### src/rtl/assert_macros.svh
// ----------------------------------------------------------------------------
// assert_macros.svh
// Concurrent assertion macros shared by the RTL, removed in synthesis builds.
// ----------------------------------------------------------------------------
`ifndef ASSERT_MACROS_SVH
`define ASSERT_MACROS_SVH

`ifndef SYNTHESIS

// condition holds at every clock edge out of reset
`define ASSERT_ALWAYS(label, clk, rst_n, cond) \
    label: assert property (@(posedge clk) disable iff (!rst_n) (cond)) \
        else $error("assertion failed");

// consequent holds in the same cycle as the antecedent
`define ASSERT_IMPLY(label, clk, rst_n, ante, cons) \
    label: assert property (@(posedge clk) disable iff (!rst_n) (ante) |-> (cons)) \
        else $error("assertion failed");

// consequent holds in the cycle after the antecedent
`define ASSERT_NEXT(label, clk, rst_n, ante, cons) \
    label: assert property (@(posedge clk) disable iff (!rst_n) (ante) |=> (cons)) \
        else $error("assertion failed");

`else

`define ASSERT_ALWAYS(label, clk, rst_n, cond)
`define ASSERT_IMPLY(label, clk, rst_n, ante, cons)
`define ASSERT_NEXT(label, clk, rst_n, ante, cons)

`endif

`endif

### src/rtl/imu_fp_pkg.sv
// ----------------------------------------------------------------------------
// imu_fp_pkg
// Constants, event codes and shared structs of the IMU frame parser.
// ----------------------------------------------------------------------------
package imu_fp_pkg;

    localparam int unsigned FrameLen   = 11;
    localparam int unsigned StoreDepth = FrameLen - 1;
    localparam int unsigned FillW      = 4;
    localparam int unsigned CntW       = 32;

    localparam logic [7:0] HdrByte   = 8'h55;
    localparam logic [7:0] KindLow   = 8'h50;
    localparam logic [7:0] KindHigh  = 8'h59;
    localparam logic [7:0] KindAngle = 8'h53;
    localparam logic [7:0] KindGyro  = 8'h52;

    localparam logic [FillW-1:0] LastFill  = FillW'(StoreDepth);
    localparam logic [31:0]      GapTimeoutReset = 32'd100;

    typedef enum logic [2:0] {
        EV_NONE     = 3'd0,
        EV_ANGLE    = 3'd1,
        EV_GYRO     = 3'd2,
        EV_OTHER    = 3'd3,
        EV_SUM_ERR  = 3'd4,
        EV_KIND_ERR = 3'd5
    } event_t;

    typedef logic [FrameLen-1:0][7:0]   frame_t;
    typedef logic [StoreDepth-1:0][7:0] store_t;

    // verdict on one complete frame
    typedef struct packed {
        event_t             ev;
        logic               good;
        logic signed [15:0] axis_x;
        logic signed [15:0] axis_y;
        logic signed [15:0] axis_z;
        logic [FillW-1:0]   fill_next;
        store_t             tail;
    } check_res_t;

    typedef struct packed {
        logic gap;
        logic frame;
        logic angle;
        logic gyro;
        logic sum_err;
        logic kind_err;
    } cnt_inc_t;

    typedef struct packed {
        logic [CntW-1:0] bytes;
        logic [CntW-1:0] frames;
        logic [CntW-1:0] angle;
        logic [CntW-1:0] gyro;
        logic [CntW-1:0] sum_err;
        logic [CntW-1:0] kind_err;
        logic [CntW-1:0] gap;
    } counts_t;

endpackage

### src/rtl/imu_fp_in_if.sv
// ----------------------------------------------------------------------------
// imu_fp_in_if
// Request channel: one received byte with its arrival tick.
// ----------------------------------------------------------------------------
interface imu_fp_in_if;

    logic        valid;
    logic        ready;
    logic [7:0]  rx_byte;
    logic [31:0] arrival_tick;

    modport source (output valid, output rx_byte, output arrival_tick, input ready);
    modport sink   (input valid, input rx_byte, input arrival_tick, output ready);

endinterface

### src/rtl/imu_fp_out_if.sv
// ----------------------------------------------------------------------------
// imu_fp_out_if
// Result channel: event, frame values and running counters per byte.
// ----------------------------------------------------------------------------
interface imu_fp_out_if;

    logic               valid;
    logic               ready;
    logic [2:0]         event_res;
    logic               gap_dropped;
    logic signed [15:0] axis_x;
    logic signed [15:0] axis_y;
    logic signed [15:0] axis_z;
    logic [31:0]        byte_count;
    logic [31:0]        frame_count;
    logic [31:0]        angle_count;
    logic [31:0]        gyro_count;
    logic [31:0]        sum_error_count;
    logic [31:0]        kind_error_count;
    logic [31:0]        gap_count;

    modport source (
        output valid, output event_res, output gap_dropped,
        output axis_x, output axis_y, output axis_z,
        output byte_count, output frame_count, output angle_count, output gyro_count,
        output sum_error_count, output kind_error_count, output gap_count,
        input  ready
    );
    modport sink (
        input  valid, input event_res, input gap_dropped,
        input  axis_x, input axis_y, input axis_z,
        input  byte_count, input frame_count, input angle_count, input gyro_count,
        input  sum_error_count, input kind_error_count, input gap_count,
        output ready
    );

endinterface

### src/rtl/imu_fp_check.sv
// ----------------------------------------------------------------------------
// imu_fp_check
// Checks a complete frame: checksum, type, axis values and resync tail.
// ----------------------------------------------------------------------------
module imu_fp_check (
    input  imu_fp_pkg::frame_t     frame,
    output imu_fp_pkg::check_res_t res
);
    import imu_fp_pkg::*;

    logic [7:0]       sum;
    logic             sum_ok;
    logic             kind_ok;
    logic [7:0]       kind;
    logic [FillW-1:0] first;
    logic [4:0]       src_idx [StoreDepth];

    // checksum over bytes 0..9 as a balanced tree
    assign sum = ((frame[0] + frame[1]) + (frame[2] + frame[3]))
               + ((frame[4] + frame[5]) + (frame[6] + frame[7]))
               + (frame[8] + frame[9]);

    assign kind    = frame[1];
    assign sum_ok  = (sum == frame[10]);
    assign kind_ok = (kind >= KindLow) && (kind <= KindHigh);

    // first header byte after position 0, FrameLen when there is none
    always_comb
    begin
        first = FillW'(FrameLen);
        for (int k = FrameLen - 1; k >= 1; k--)
        begin
            if (frame[k] == HdrByte)
            begin
                first = FillW'(k);
            end
        end
    end

    always_comb
    begin
        // shift the frame down so the found header lands at position 0
        for (int j = 0; j < StoreDepth; j++)
        begin
            src_idx[j] = 5'(j) + 5'(first);
            if (src_idx[j] <= 5'(FrameLen - 1))
            begin
                res.tail[j] = frame[src_idx[j][FillW-1:0]];
            end
            else
            begin
                res.tail[j] = 8'h00;
            end
        end
        res.good   = sum_ok && kind_ok;
        res.axis_x = '0;
        res.axis_y = '0;
        res.axis_z = '0;
        if (!sum_ok)
        begin
            res.ev = EV_SUM_ERR;
        end
        else if (!kind_ok)
        begin
            res.ev = EV_KIND_ERR;
        end
        else if (kind == KindAngle || kind == KindGyro)
        begin
            res.ev     = (kind == KindAngle) ? EV_ANGLE : EV_GYRO;
            res.axis_x = {frame[3], frame[2]};
            res.axis_y = {frame[5], frame[4]};
            res.axis_z = {frame[7], frame[6]};
        end
        else
        begin
            res.ev = EV_OTHER;
        end
        res.fill_next = res.good ? '0 : FillW'(FrameLen) - first;
    end

endmodule

### src/rtl/imu_fp_counters.sv
// ----------------------------------------------------------------------------
// imu_fp_counters
// Seven wrapping 32-bit event counters, advanced once per processed byte.
// ----------------------------------------------------------------------------
`include "assert_macros.svh"

module imu_fp_counters (
    input  logic                clk,
    input  logic                rst_n,
    input  logic                en,
    input  imu_fp_pkg::cnt_inc_t inc,
    output imu_fp_pkg::counts_t  counts
);
    import imu_fp_pkg::*;

    counts_t cnt_reg;
    counts_t cnt_next;

    always_comb
    begin
        cnt_next = cnt_reg;
        if (en)
        begin
            cnt_next.bytes    = cnt_reg.bytes + CntW'(1);
            cnt_next.frames   = cnt_reg.frames + CntW'(inc.frame);
            cnt_next.angle    = cnt_reg.angle + CntW'(inc.angle);
            cnt_next.gyro     = cnt_reg.gyro + CntW'(inc.gyro);
            cnt_next.sum_err  = cnt_reg.sum_err + CntW'(inc.sum_err);
            cnt_next.kind_err = cnt_reg.kind_err + CntW'(inc.kind_err);
            cnt_next.gap      = cnt_reg.gap + CntW'(inc.gap);
        end
    end

    always_ff @(posedge clk or negedge rst_n)
    begin
        if (!rst_n)
        begin
            cnt_reg <= '0;
        end
        else
        begin
            cnt_reg <= cnt_next;
        end
    end

    assign counts = cnt_reg;

    `ASSERT_NEXT(a_byte_step, clk, rst_n, en, cnt_reg.bytes == $past(cnt_reg.bytes) + CntW'(1))
    `ASSERT_NEXT(a_hold_idle, clk, rst_n, !en, cnt_reg == $past(cnt_reg))
    `ASSERT_IMPLY(a_inc_excl, clk, rst_n, en, $countones({inc.frame, inc.sum_err, inc.kind_err}) <= 1)

endmodule

### src/rtl/imu_frame_parser.sv
// ----------------------------------------------------------------------------
// imu_frame_parser
// Serial frame parser for an inertial sensor byte stream.
// ----------------------------------------------------------------------------
// Every accepted byte yields exactly one result. The byte sits in an input
// register; a single stage (tick gap compare, ten-byte checksum, type test
// and header search for resync) then writes the frame state, the counters
// and the result register, one byte per clock while the result side is
// ready. Results carry the event code, the three axis values of angle and
// gyro frames, and all counters as they stand after that byte. The user
// writes gap_timeout (reset 100) through cfg_we/cfg_wdata only while no
// byte is in flight; the block itself does not enforce this.
module imu_frame_parser (
    input  logic         clk,
    input  logic         rst_n,
    imu_fp_in_if.sink    in_ch,
    imu_fp_out_if.source out_ch,
    input  logic         cfg_we,
    input  logic [31:0]  cfg_wdata
);
    import imu_fp_pkg::*;

    logic               s1_valid_reg, s1_valid_next;
    logic [7:0]         rx_byte_reg;
    logic [31:0]        tick_reg;
    logic [31:0]        timeout_reg;
    logic [31:0]        prev_tick_reg;
    logic [FillW-1:0]   fill_reg, fill_next;
    store_t             store_reg;
    logic               out_valid_reg, out_valid_next;
    event_t             event_reg;
    logic               dropped_reg;
    logic signed [15:0] axis_x_reg, axis_y_reg, axis_z_reg;

    logic               advance;
    logic               proc;
    logic               accept;
    logic               gap_hit;
    logic [FillW-1:0]   fill_eff;
    logic               take;
    logic               complete;
    frame_t             frame;
    check_res_t         chk;
    cnt_inc_t           inc;
    counts_t            counts;

    assign advance     = !out_valid_reg || out_ch.ready;
    assign proc        = s1_valid_reg && advance;
    assign in_ch.ready = !s1_valid_reg || advance;
    assign accept      = in_ch.valid && in_ch.ready;

    assign gap_hit  = (fill_reg != '0) && ((tick_reg - prev_tick_reg) > timeout_reg);
    assign fill_eff = gap_hit ? '0 : fill_reg;
    assign take     = (fill_eff != '0) || (rx_byte_reg == HdrByte);
    assign complete = take && (fill_eff == LastFill);

    always_comb
    begin
        for (int k = 0; k < StoreDepth; k++)
        begin
            frame[k] = store_reg[k];
        end
        frame[FrameLen-1] = rx_byte_reg;
    end

    imu_fp_check u_check (
        .frame (frame),
        .res   (chk)
    );

    always_comb
    begin
        inc.gap      = gap_hit;
        inc.frame    = complete && chk.good;
        inc.angle    = complete && (chk.ev == EV_ANGLE);
        inc.gyro     = complete && (chk.ev == EV_GYRO);
        inc.sum_err  = complete && (chk.ev == EV_SUM_ERR);
        inc.kind_err = complete && (chk.ev == EV_KIND_ERR);
    end

    imu_fp_counters u_counters (
        .clk    (clk),
        .rst_n  (rst_n),
        .en     (proc),
        .inc    (inc),
        .counts (counts)
    );

    always_comb
    begin
        if (complete)
        begin
            fill_next = chk.fill_next;
        end
        else if (take)
        begin
            fill_next = fill_eff + FillW'(1);
        end
        else
        begin
            fill_next = fill_eff;
        end
    end

    assign s1_valid_next  = accept ? 1'b1 : (proc ? 1'b0 : s1_valid_reg);
    assign out_valid_next = proc ? 1'b1 : (out_ch.ready ? 1'b0 : out_valid_reg);

    // control state
    always_ff @(posedge clk or negedge rst_n)
    begin
        if (!rst_n)
        begin
            s1_valid_reg  <= 1'b0;
            out_valid_reg <= 1'b0;
            fill_reg      <= '0;
            prev_tick_reg <= '0;
            timeout_reg   <= GapTimeoutReset;
        end
        else
        begin
            s1_valid_reg  <= s1_valid_next;
            out_valid_reg <= out_valid_next;
            if (proc)
            begin
                fill_reg      <= fill_next;
                prev_tick_reg <= tick_reg;
            end
            if (cfg_we)
            begin
                timeout_reg <= cfg_wdata;
            end
        end
    end

    // payload: input register, frame store, result register
    always_ff @(posedge clk)
    begin
        if (accept)
        begin
            rx_byte_reg <= in_ch.rx_byte;
            tick_reg    <= in_ch.arrival_tick;
        end
        if (proc)
        begin
            if (complete)
            begin
                // keep the tail starting at the next header
                store_reg <= chk.tail;
            end
            else if (take)
            begin
                store_reg[fill_eff] <= rx_byte_reg;
            end
            event_reg   <= complete ? chk.ev : EV_NONE;
            dropped_reg <= gap_hit;
            axis_x_reg  <= complete ? chk.axis_x : '0;
            axis_y_reg  <= complete ? chk.axis_y : '0;
            axis_z_reg  <= complete ? chk.axis_z : '0;
        end
    end

    assign out_ch.valid            = out_valid_reg;
    assign out_ch.event_res        = event_reg;
    assign out_ch.gap_dropped      = dropped_reg;
    assign out_ch.axis_x           = axis_x_reg;
    assign out_ch.axis_y           = axis_y_reg;
    assign out_ch.axis_z           = axis_z_reg;
    assign out_ch.byte_count       = counts.bytes;
    assign out_ch.frame_count      = counts.frames;
    assign out_ch.angle_count      = counts.angle;
    assign out_ch.gyro_count       = counts.gyro;
    assign out_ch.sum_error_count  = counts.sum_err;
    assign out_ch.kind_error_count = counts.kind_err;
    assign out_ch.gap_count        = counts.gap;

    `ASSERT_ALWAYS(a_fill_range, clk, rst_n, fill_reg <= LastFill)
    `ASSERT_IMPLY(a_axes_zero, clk, rst_n, out_valid_reg && event_reg != EV_ANGLE && event_reg != EV_GYRO, axis_x_reg == '0 && axis_y_reg == '0 && axis_z_reg == '0)
    `ASSERT_NEXT(a_stall_hold, clk, rst_n, out_valid_reg && !out_ch.ready, out_valid_reg && $stable(counts) && $stable(event_reg))
    `ASSERT_NEXT(a_frame_done, clk, rst_n, proc && complete && chk.good, fill_reg == '0)

endmodule
### src/flat_wrapper.sv
// flat-port wrapper written by rule: the top's interface ports become plain ports
module imu_frame_parser_flat import imu_fp_pkg::*;
  (clk, rst_n, cfg_we, cfg_wdata, in_ch_valid, in_ch_rx_byte, in_ch_arrival_tick, in_ch_ready, out_ch_valid, out_ch_event_res, out_ch_gap_dropped, out_ch_axis_x, out_ch_axis_y, out_ch_axis_z, out_ch_byte_count, out_ch_frame_count, out_ch_angle_count, out_ch_gyro_count, out_ch_sum_error_count, out_ch_kind_error_count, out_ch_gap_count, out_ch_ready);
  imu_fp_in_if in_ch_i ();
  imu_fp_out_if out_ch_i ();
  input  logic clk;
  input  logic rst_n;
  input  logic cfg_we;
  input  logic [31:0] cfg_wdata;
  input wire logic [$bits(in_ch_i.valid)-1:0] in_ch_valid;
  input wire logic [$bits(in_ch_i.rx_byte)-1:0] in_ch_rx_byte;
  input wire logic [$bits(in_ch_i.arrival_tick)-1:0] in_ch_arrival_tick;
  output wire logic [$bits(in_ch_i.ready)-1:0] in_ch_ready;
  output wire logic [$bits(out_ch_i.valid)-1:0] out_ch_valid;
  output wire logic [$bits(out_ch_i.event_res)-1:0] out_ch_event_res;
  output wire logic [$bits(out_ch_i.gap_dropped)-1:0] out_ch_gap_dropped;
  output wire logic [$bits(out_ch_i.axis_x)-1:0] out_ch_axis_x;
  output wire logic [$bits(out_ch_i.axis_y)-1:0] out_ch_axis_y;
  output wire logic [$bits(out_ch_i.axis_z)-1:0] out_ch_axis_z;
  output wire logic [$bits(out_ch_i.byte_count)-1:0] out_ch_byte_count;
  output wire logic [$bits(out_ch_i.frame_count)-1:0] out_ch_frame_count;
  output wire logic [$bits(out_ch_i.angle_count)-1:0] out_ch_angle_count;
  output wire logic [$bits(out_ch_i.gyro_count)-1:0] out_ch_gyro_count;
  output wire logic [$bits(out_ch_i.sum_error_count)-1:0] out_ch_sum_error_count;
  output wire logic [$bits(out_ch_i.kind_error_count)-1:0] out_ch_kind_error_count;
  output wire logic [$bits(out_ch_i.gap_count)-1:0] out_ch_gap_count;
  input wire logic [$bits(out_ch_i.ready)-1:0] out_ch_ready;
  assign in_ch_i.valid = in_ch_valid;
  assign in_ch_i.rx_byte = in_ch_rx_byte;
  assign in_ch_i.arrival_tick = in_ch_arrival_tick;
  assign in_ch_ready = in_ch_i.ready;
  assign out_ch_valid = out_ch_i.valid;
  assign out_ch_event_res = out_ch_i.event_res;
  assign out_ch_gap_dropped = out_ch_i.gap_dropped;
  assign out_ch_axis_x = out_ch_i.axis_x;
  assign out_ch_axis_y = out_ch_i.axis_y;
  assign out_ch_axis_z = out_ch_i.axis_z;
  assign out_ch_byte_count = out_ch_i.byte_count;
  assign out_ch_frame_count = out_ch_i.frame_count;
  assign out_ch_angle_count = out_ch_i.angle_count;
  assign out_ch_gyro_count = out_ch_i.gyro_count;
  assign out_ch_sum_error_count = out_ch_i.sum_error_count;
  assign out_ch_kind_error_count = out_ch_i.kind_error_count;
  assign out_ch_gap_count = out_ch_i.gap_count;
  assign out_ch_i.ready = out_ch_ready;
  imu_frame_parser u_core (.clk(clk), .rst_n(rst_n), .in_ch(in_ch_i), .out_ch(out_ch_i), .cfg_we(cfg_we), .cfg_wdata(cfg_wdata));
endmodule
### config.mk
export PLATFORM = sky130hd
export DESIGN_NAME = imu_frame_parser_flat
export DESIGN_NICKNAME = d
export VERILOG_FILES = /design/src/rtl/imu_fp_pkg.sv /design/src/rtl/imu_fp_in_if.sv /design/src/rtl/imu_fp_out_if.sv /design/src/rtl/imu_fp_check.sv /design/src/rtl/imu_fp_counters.sv /design/src/rtl/imu_frame_parser.sv /design/src/flat_wrapper.sv
export VERILOG_INCLUDE_DIRS = /design/src /design/src/rtl
export SDC_FILE = /design/constraint.sdc
export NUM_CORES = 1
export LEC_CHECK = 0
export ABC_AREA = 1
export BUFFER_PORTS_ARGS = -buffer_cell sky130_fd_sc_hd__buf_2
export CAP_MARGIN = 20
export CORE_MARGIN = 3
export CORE_UTILIZATION = 57
export DETAILED_ROUTE_END_ITERATION = 12
export PLACE_DENSITY_LB_ADDON = 0.2
export SLEW_MARGIN = 20
export SYNTH_ARGS = -nofsm -noshare
export SYNTH_HDL_FRONTEND = slang
export SYNTH_SLANG_ARGS = --single-unit
export TNS_END_PERCENT = 100
### constraint.sdc
create_clock -name clk -period 16.2 [get_ports clk]
set_input_delay 3.24 -clock clk [delete_from_list [all_inputs] [get_ports clk]]
set_output_delay 3.24 -clock clk [all_outputs]
set_load 0.005 [all_outputs]
[Word-level counts from Yosys, hierarchy flattened]
Cells that the tools add are included.
Word-level totals
  flip-flop bits (word level): 466
  latch bits: 0
  bits in writable memories: 0
  memory bits (read-only): 0
  memories kept: 0
Operators by class
  add/sub/neg operators: 28
  multipliers: 0
  div/mod/pow operators: 0
  order comparisons: 25
  equality and inequality tests: 18
  shift operators: 0
  muxes and demuxes: 57
  bitwise logic cells: 0
  reductions and logical operators: 25
Operator list (number)
  8-bit binary-select mux with 4-bit select: 10
  32-bit by 1-bit adder with 32-bit output: 6
  8-bit two-way mux: 21
  80-bit two-way mux: 2
  8-bit by 7-bit == test with 1-bit output, second input constant: 12
  80-bit bitwise mux: 1
  8-bit adder: 9
  4-bit by 5-bit less-than comparator with 1-bit output, second input constant: 11
  4-bit two-way mux: 13
  5-bit by 4-bit less-or-equal comparator with 1-bit output, second input constant: 9
  32-bit by 1-bit adder with 32-bit output, second input constant: 1
  8-bit demux with 4-bit select: 1
  32-bit greater-than comparator: 1
  32-bit subtractor: 1
  3-bit by 4-bit adder with 5-bit output, first input constant: 4
  1-bit logical AND: 12
  2-bit by 4-bit adder with 5-bit output, first input constant: 2
  4-bit by 4-bit adder with 5-bit output, first input constant: 2
  8-bit == test: 1
  8-bit by 7-bit greater-or-equal comparator with 1-bit output, second input constant: 1
  8-bit by 7-bit less-or-equal comparator with 1-bit output, second input constant: 1
  4-bit nonzero test: 2
  3-bit == test, second input constant: 2
  3-bit two-way mux: 2
  15 further kinds: 26

[Depth between registers and ports, before layout]
Gate-level depths: netlist of run 1.
  depth in word-level cells: 16
  gate-level depth with buffers: 47
  mapped depth without buffers: 47

[By module]
From an unflattened synthesis of run 1, not the netlist that was laid out.
Second synthesis, totals
  cell total of the unflattened synthesis: 4132
  area, all modules: 31475.2 um^2
By module, submodules not included
  imu_fp_counters: instances 1, cells each 1571, area an instance 12253.0 um^2
  imu_frame_parser: instances 1, cells each 1203, area an instance 11825.1 um^2
  imu_fp_check: instances 1, cells each 1358, area an instance 7397.1 um^2

[Worst setup path before layout of run 1]
Ideal clock, no wire load.
  path type: register to register
  start point: reg u_core.store_reg, in the netlist u_core.frame[10]
  end point: reg u_core.u_counters.cnt_reg, in the netlist u_core.u_counters.counts[122]
  library setup time: 0.079 ns
  data arrival time: 6.656 ns
  required time: 16.121 ns
  slack: 9.465 ns
  cell stages (with the launch flop): 29
  path buffers: 0
  clock period less this slack: 6.735 ns
  path through: edfxtp_1 fa_1 inv_1 fa_1 fa_1 fa_1 inv_1 fa_1 fa_1 xor2_1 nor4_1 nand3_1 nor3b_1 nand3_2 inv_2 nand2_2 nor3_1 ha_1 ha_1 inv_1 nor2_1 nand3_1 nor2_2 nand3_1 nor2_2 nand3_1 or4_4 nor2_1 xor2_1
Between the ends
  longest elaborated chain between the ends: 9
  elaborated cells on any way between the ends: 18
RTL lines
  from (decl): line imu_frame_parser.sv:29  | store_t store_reg;
  from (signal assigned): line imu_frame_parser.sv:148  | store_reg <= chk.tail;
  from (signal, indexed assignment): line imu_frame_parser.sv:152  | store_reg[fill_eff] <= rx_byte_reg;
  8-bit adder (2 in series): line imu_fp_check.sv:19  | assign sum = ((frame[0] + frame[1]) + (frame[2] + frame[3]))
  8-bit adder: line imu_fp_check.sv:20  | + ((frame[4] + frame[5]) + (frame[6] + frame[7]))
  8-bit adder: line imu_fp_check.sv:21  | + (frame[8] + frame[9]);
  8-bit == test: line imu_fp_check.sv:24  | assign sum_ok = (sum == frame[10]);
  3-bit two-way mux *: line imu_fp_check.sv:59  | if (!sum_ok)
  3-bit by 2-bit == test with 1-bit output *: line imu_frame_parser.sv:76  | inc.gyro = complete && (chk.ev == EV_GYRO);
  1-bit logical AND *: line imu_frame_parser.sv:76
  32-bit by 1-bit adder with 32-bit output *: line imu_fp_counters.sv:27  | cnt_next.gyro = cnt_reg.gyro + CntW'(inc.gyro);
  to (signal assigned): line imu_fp_counters.sv:42  | cnt_reg <= cnt_next;
  to (decl): line imu_fp_counters.sv:16  | counts_t cnt_reg;
Mark *: on every way between the ends. The rest lies on a longest branch, timed or not.
A chain may end at the register's enable or synchronous reset.

[Worst setup path in the final report of run 1]
Ends and elaborated chain as after synthesis.

==> reports/metrics.cfg, run 1 <==
[place]
placed_cell_area_sq_um = 31200
dp_hpwl_microns = 65900
dpl.cell_count = 4422
preCtsSetupSlack_ns = 8.62
port_buffers = 354
place_congestion = 1.03

[critical_path]
worstPathArrival_ns = 8.14
path_delay_family = adder cells
critPathSlowestCell = fa_1
path_class = reg -> reg
max_stage_delay_ns = 0.57
cp_max_fo = 6
cp-start-kind = register
r2r_slack_ns = 8.59
crit_buf_inv = 4
cp-end-kind = register
cpMostUsedCell = fa_1
required_ns = 16.73

[power_and_ir_drop]
p_per_area_nw_per_um2 = 121
power_mw = 3.98
p_leak_nw = 16.9
peakVddDrop_mv = 0.162

[drt]
drt-total-wl_microns = 88900
route.detailed.drc = 0
avgViaCountPerCell = 5.73
avgRoutedWirePerCell_microns = 19.7
num_vias = 25861
drt_iter0_drc = 2974
drt_pass1_iterations = 7
ant_nets = 0

[synth]
synth.avg_cell_area_sq_um = 8.29
synthCells = 3480
synth-seq-area-share = 0.434
synth_warnings = 0
synthArstFlopShare = 0.631
ys.flop_type = dfrtp_1
synth_seq_cells = 466
syn_area_sq_um = 28800
syn_nets = 3712
synth_cell_type_count = 64
synth_edf_count = 172

[clock_network]
htreeDepth = 2
cts_inserted_buffers = 49
clk_pin_slew_worst_paths_ns = 0.06
cts-root-buf = clkbuf_16
clock_latency_ns = 0.61
hold_buffers = 0
cts_sinks = 466
cts_tree = done
cts_setup_buffers = 0
cts_buffer_depth = 3
cts_resized = 0

[layout]
n_antenna_cell = 0
largest_register_ffs = 224
fin_cells = 4514
syn_to_final_growth_pct = 13.9
final_cell_mix = nand2_1, nand3_1, inv_1
utilization = 0.664
fin_area_sq_um = 32800
drive_gt1_frac = 0.147
fillCellCount = 4291
final_common_cell = nand2_1
layout.nets = 4041

[hold_path]
hold_path_class = reg -> reg

[timing]
fin_crit_sh = 0.470
fin_skew_ns = 0.0134
drv_slew = 0
rsz0062_at_grt = no
fmax_mhz = 131
relSlewSlack = 0.188
timing.hold.ws_ns = 0.473
finalSetupTns_ns = 0
hold_viol = 0
setup_ws_ns = 8.59
fin_crit_ns = 7.61
worst_slew_pin_slew_ns = 1.21
setup_violations = 0

[global_route]
grt_max_degree = 89
grt_usage = 0.329
grt_pass1_wl_microns = 138000
antenna_found_initial = 0
grt-ovfl-total = 0
first_global_vias = 24408

[job]
maxCapViolations = 0

[die]
boundaryPins = 355
die_h_microns = 231
dieArea_sq_um = 53300
core_sq_um = 49500
initial_utilization = 0.583
fp-row-count = 81
die_x_microns = 231

[status]
status = finished, final reports clean

-- layout make-up --
type,count,area [sq um],area share
multi-input combinational,2516,14400,0.438
sequential,466,12500,0.381
timing repair buffer,380,1980,0.0602
clock buffer,81,1490,0.0453
inverter,396,1490,0.0453
tap,664,831,0.0253
clock inverter,11,138,0.00419
-- path summary, 6_finish.rpt --
path / end / cells past startpoint / from
setup / recovery: u_core.u_counters.counts[122]$_DFFE_PN0P_ / 28 / u_core.frame[10]$_DFFE_PP_
hold / removal: u_core.u_counters.counts[31]$_DFFE_PN0P_ / 1 / u_core.u_counters.counts[31]$_DFFE_PN0P_
setup reg to reg: u_core.u_counters.counts[122]$_DFFE_PN0P_ / 28 / u_core.frame[10]$_DFFE_PP_
hold reg to reg: u_core.u_counters.counts[31]$_DFFE_PN0P_ / 1 / u_core.u_counters.counts[31]$_DFFE_PN0P_
max in group asynchronous: u_core.prev_tick_reg[26]$_DFFE_PN0P_ / 2 / rst_n
min in group asynchronous: u_core.u_counters.counts[218]$_DFFE_PN0P_ / 1 / rst_n
-- cell families (layout without fill, tap and decap cells) --
group | after synthesis | count (layout) | share of synthesized area
adders and majority gates | 155 | 155 | 0.0805
xor gates and xnor gates | 263 | 263 | 0.0812
and+or+nand+nor | 1884 | 1884 | 0.296
DFF | 466 | 466 | 0.434
muxes | 1 | 1 | 0.000390
buffers and inverters | 498 | 868 | 0.0676
AOI/OAI and AO/OA | 213 | 213 | 0.0400
-- worst register-to-register path: cells and delay by family (launching register included) --
kind / cells / cell delay, ns
XOR/XNOR: 2 / 0.32
buffers and inverters: 4 / 0.25
adder cells (fa/ha/maj): 8 / 3.63
AND/OR/NAND/NOR: 14 / 2.80
flip-flops: 1 / 0.52
-- cells in the mapped netlist, types with 17 or more instances --
| master | instances | area, sq um |
|---|---|---|
| nand2_1 | 897 | 3370 |
| clkbuf_1 | 62 | 233 |
| buf_2 | 27 | 135 |
| nand2_2 | 19 | 119 |
| nor2_2 | 24 | 150 |
| xor2_1 | 177 | 1550 |
| a21oi_1 | 67 | 335 |
| nand4_1 | 56 | 350 |
| dfrtp_1 | 291 | 7280 |
| nor3_1 | 44 | 220 |
| nor2_1 | 198 | 743 |
| o21ai_0 | 114 | 571 |
| ha_1 | 104 | 1300 |
| nand3_1 | 555 | 2780 |
| xnor2_1 | 84 | 736 |
| edfxtp_1 | 172 | 5160 |
| inv_1 | 378 | 1420 |
| fa_1 | 51 | 1020 |
| nor4_1 | 35 | 219 |
| inv_2 | 17 | 63.8 |
-- routing by layer --
layer / share of wire / track usage
met5: 0 / 0
met4: 0.053 / 0.153
met3: 0.11 / 0.0632
met2: 0.44 / 0.513
met1: 0.40 / 0.448
-- where the power goes --
| group | switching [mW] | leakage [nW] | total, mW | internal [mW] |
|---|---|---|---|---|
| clock | 0.478 | 0.798 | 1.14 | 0.662 |
| combinational | 0.894 | 10.7 | 1.46 | 0.565 |
| sequential | 0.0600 | 5.36 | 1.38 | 1.32 |
| total | 1.43 | 16.9 | 3.98 | 2.55 |
No activity file was read; power rests on OpenSTA's default activity.
==> run 2: changes to the inputs <==
ABC_AREA = 0   (was 1)
clock period = 7.4 ns   (was 16.2 ns; I/O delays follow)
==> run 2 against run 1 <==
  * Clock-buffer cell count is 21 lower
  * Sequential share of layout area increased by 1.0 points
  * Utilization up 1.9 points
  * Sequential cell count unchanged
  * Via count decreased by 15%
  * Critical path depth decreased by 2
  * Largest cell class unchanged
  * Final area shrank 2.5%
  * Synthesized cell count down 28%
  * First-iteration DRC count fell by 31%
  * Routed wire length shrank 2.2%
  * Area after synthesis is 5.5% lower
==> reports/metrics.cfg, run 2 <==
[power_and_ir_drop]
p_per_area_nw_per_um2 = 279
power_mw = 8.94
peakVddDrop_mv = 0.372
p_leak_nw = 15.1

[clock_network]
cts_inserted_buffers = 51
cts-root-buf = clkbuf_16
hold_buffers = 0
htreeDepth = 2
clk_pin_slew_worst_paths_ns = 0.06
cts_sinks = 466
clock_latency_ns = 0.62
cts_buffer_depth = 3
cts_tree = done

[die]
die_h_microns = 225
fp-row-count = 79
dieArea_sq_um = 50400
core_sq_um = 46900
initial_utilization = 0.581
boundaryPins = 355
die_x_microns = 225

[critical_path]
r2r_slack_ns = 0.30
required_ns = 7.93
cp-start-kind = register
cpMostUsedCell = fa_1
path_class = reg -> reg
path_delay_family = adder cells
cp_max_fo = 6
critPathSlowestCell = fa_1
cp-end-kind = register
worstPathArrival_ns = 7.63
crit_buf_inv = 3
max_stage_delay_ns = 0.57

[global_route]
grt_usage = 0.339
grt_max_degree = 116
grt_pass1_wl_microns = 130000
first_global_vias = 21920
grt-ovfl-total = 0
antenna_found_initial = 1

[synth]
synth_top_cell_area_share = 0.267
post-synth-top-count-cell = dfrtp_1
synth-seq-area-share = 0.460
synthCells = 2507
syn_area_sq_um = 27200
synth.avg_cell_area_sq_um = 10.9
yosysTopAreaCell = dfrtp_1
synth_edf_count = 172
syn_nets = 2739
ys.flop_type = dfrtp_1
synth_warnings = 0
synthArstFlopShare = 0.631
synth_seq_cells = 466
synth.area.top_cells = dfrtp_1, edfxtp_1, xnor2_1
synth_cell_type_count = 91
synth_commonest_cells = dfrtp_1, nand2_1, xnor2_1, edfxtp_1, inv_1

[place]
preCtsSetupSlack_ns = 0.111
dpl.cell_count = 3465
dp_hpwl_microns = 64000
port_buffers = 354
placed_cell_area_sq_um = 30000
place_congestion = 1.05

[timing]
setup_ws_ns = 0.299
hold_viol = 0
rsz0062_at_grt = yes
fmax_mhz = 141
worst_slew_pin_slew_ns = 1.23
drv_slew = 0
fin_crit_sh = 0.960
setup_violations = 0
fin_skew_ns = 0.0415
timing.hold.ws_ns = 0.463
relSlewSlack = 0.173
fin_crit_ns = 7.10
finalSetupTns_ns = 0

[drt]
drt-total-wl_microns = 87000
avgViaCountPerCell = 6.19
avgRoutedWirePerCell_microns = 24.4
drt_pass1_iterations = 5
drt_iter0_drc = 2050
ant_nets = 0
route.detailed.drc = 0
num_vias = 22090

[layout]
fin_cells = 3566
drive_gt1_frac = 0.224
fin_area_sq_um = 32000
largest_register_ffs = 224
final_common_cell = buf_2
layout.nets = 3146
utilization = 0.683
fillCellCount = 3544
syn_to_final_growth_pct = 17.5
final_cell_mix = buf_2, dfrtp_1, nand2_1

[hold_path]
hold_path_class = reg -> reg

[status]
status = finished, final reports clean

[job]
maxCapViolations = 0

run 2: cell types whose count changed in the layout (fill, tap and decap cells not counted), moves of 88 or more:
cell     previous run  this run
nor2_1            195       107
nand3_1           555       100
mux2i_1             0       111
inv_1             377       144
xnor2_1            84       203
nand2_1           897       286
xor2_1            177        67
run 2: worst paths after layout:
kind | start | to | cells past startpoint
max | u_core.frame[2]$_DFFE_PP_ | u_core.u_counters.counts[122]$_DFFE_PN0P_ | 26
min | u_core.u_counters.counts[31]$_DFFE_PN0P_ | u_core.u_counters.counts[31]$_DFFE_PN0P_ | 1
max reg2reg | u_core.frame[2]$_DFFE_PP_ | u_core.u_counters.counts[122]$_DFFE_PN0P_ | 26
min reg2reg | u_core.u_counters.counts[31]$_DFFE_PN0P_ | u_core.u_counters.counts[31]$_DFFE_PN0P_ | 1
max in group asynchronous | rst_n | u_core.u_counters.counts[104]$_DFFE_PN0P_ | 2
min in group asynchronous | rst_n | u_core.u_counters.counts[121]$_DFFE_PN0P_ | 1
run 2: kinds of logic (layout without fill, tap and decap cells):
family	Yosys count	after routing	synth area share
and+or+nand+nor	793	793	0.148
xor gates and xnor gates	276	276	0.0912
muxes	172	172	0.0780
AOI/OAI and AO/OA	410	410	0.102
other	0	2	0
adders and majority gates	155	155	0.0853
DFF	466	466	0.460
buffers and inverters	235	685	0.0360
run 2: timing repair:
action | CTS | global route
endpoints found under the hold margin | 0 | 0
setup endpoints to repair | 0 | 59
setup buffers | 0 | 3
resized for setup | 0 | 17
run 2: cell type report:
type / count / area [sq um] / area share
Multi-Input combinational cell: 1806 / 13800 / 0.433
Tap cell: 607 / 759 / 0.0237
Sequential cell: 466 / 12500 / 0.391
Clock buffer: 60 / 1410 / 0.0440
Antenna cell: 2 / 5.00 / 0.000156
Inverter: 151 / 574 / 0.0179
Clock inverter: 36 / 458 / 0.0143
Timing Repair Buffer: 438 / 2420 / 0.0758
run 2: metal layers:
layer	wire length, microns	track usage	part of all wire	vias to the layer above
met5	0	0	0	-
met4	5350	0.167	0.061	0
met3	9580	0.0961	0.11	325
met2	39500	0.538	0.45	1254
met1	32600	0.431	0.37	10742
li1	-	-	-	9769
run 2: power breakdown:
part / switching (mW) / internal, mW
clock network: 1.11 / 1.69
registers: 0.160 / 2.88
logic: 1.73 / 1.38
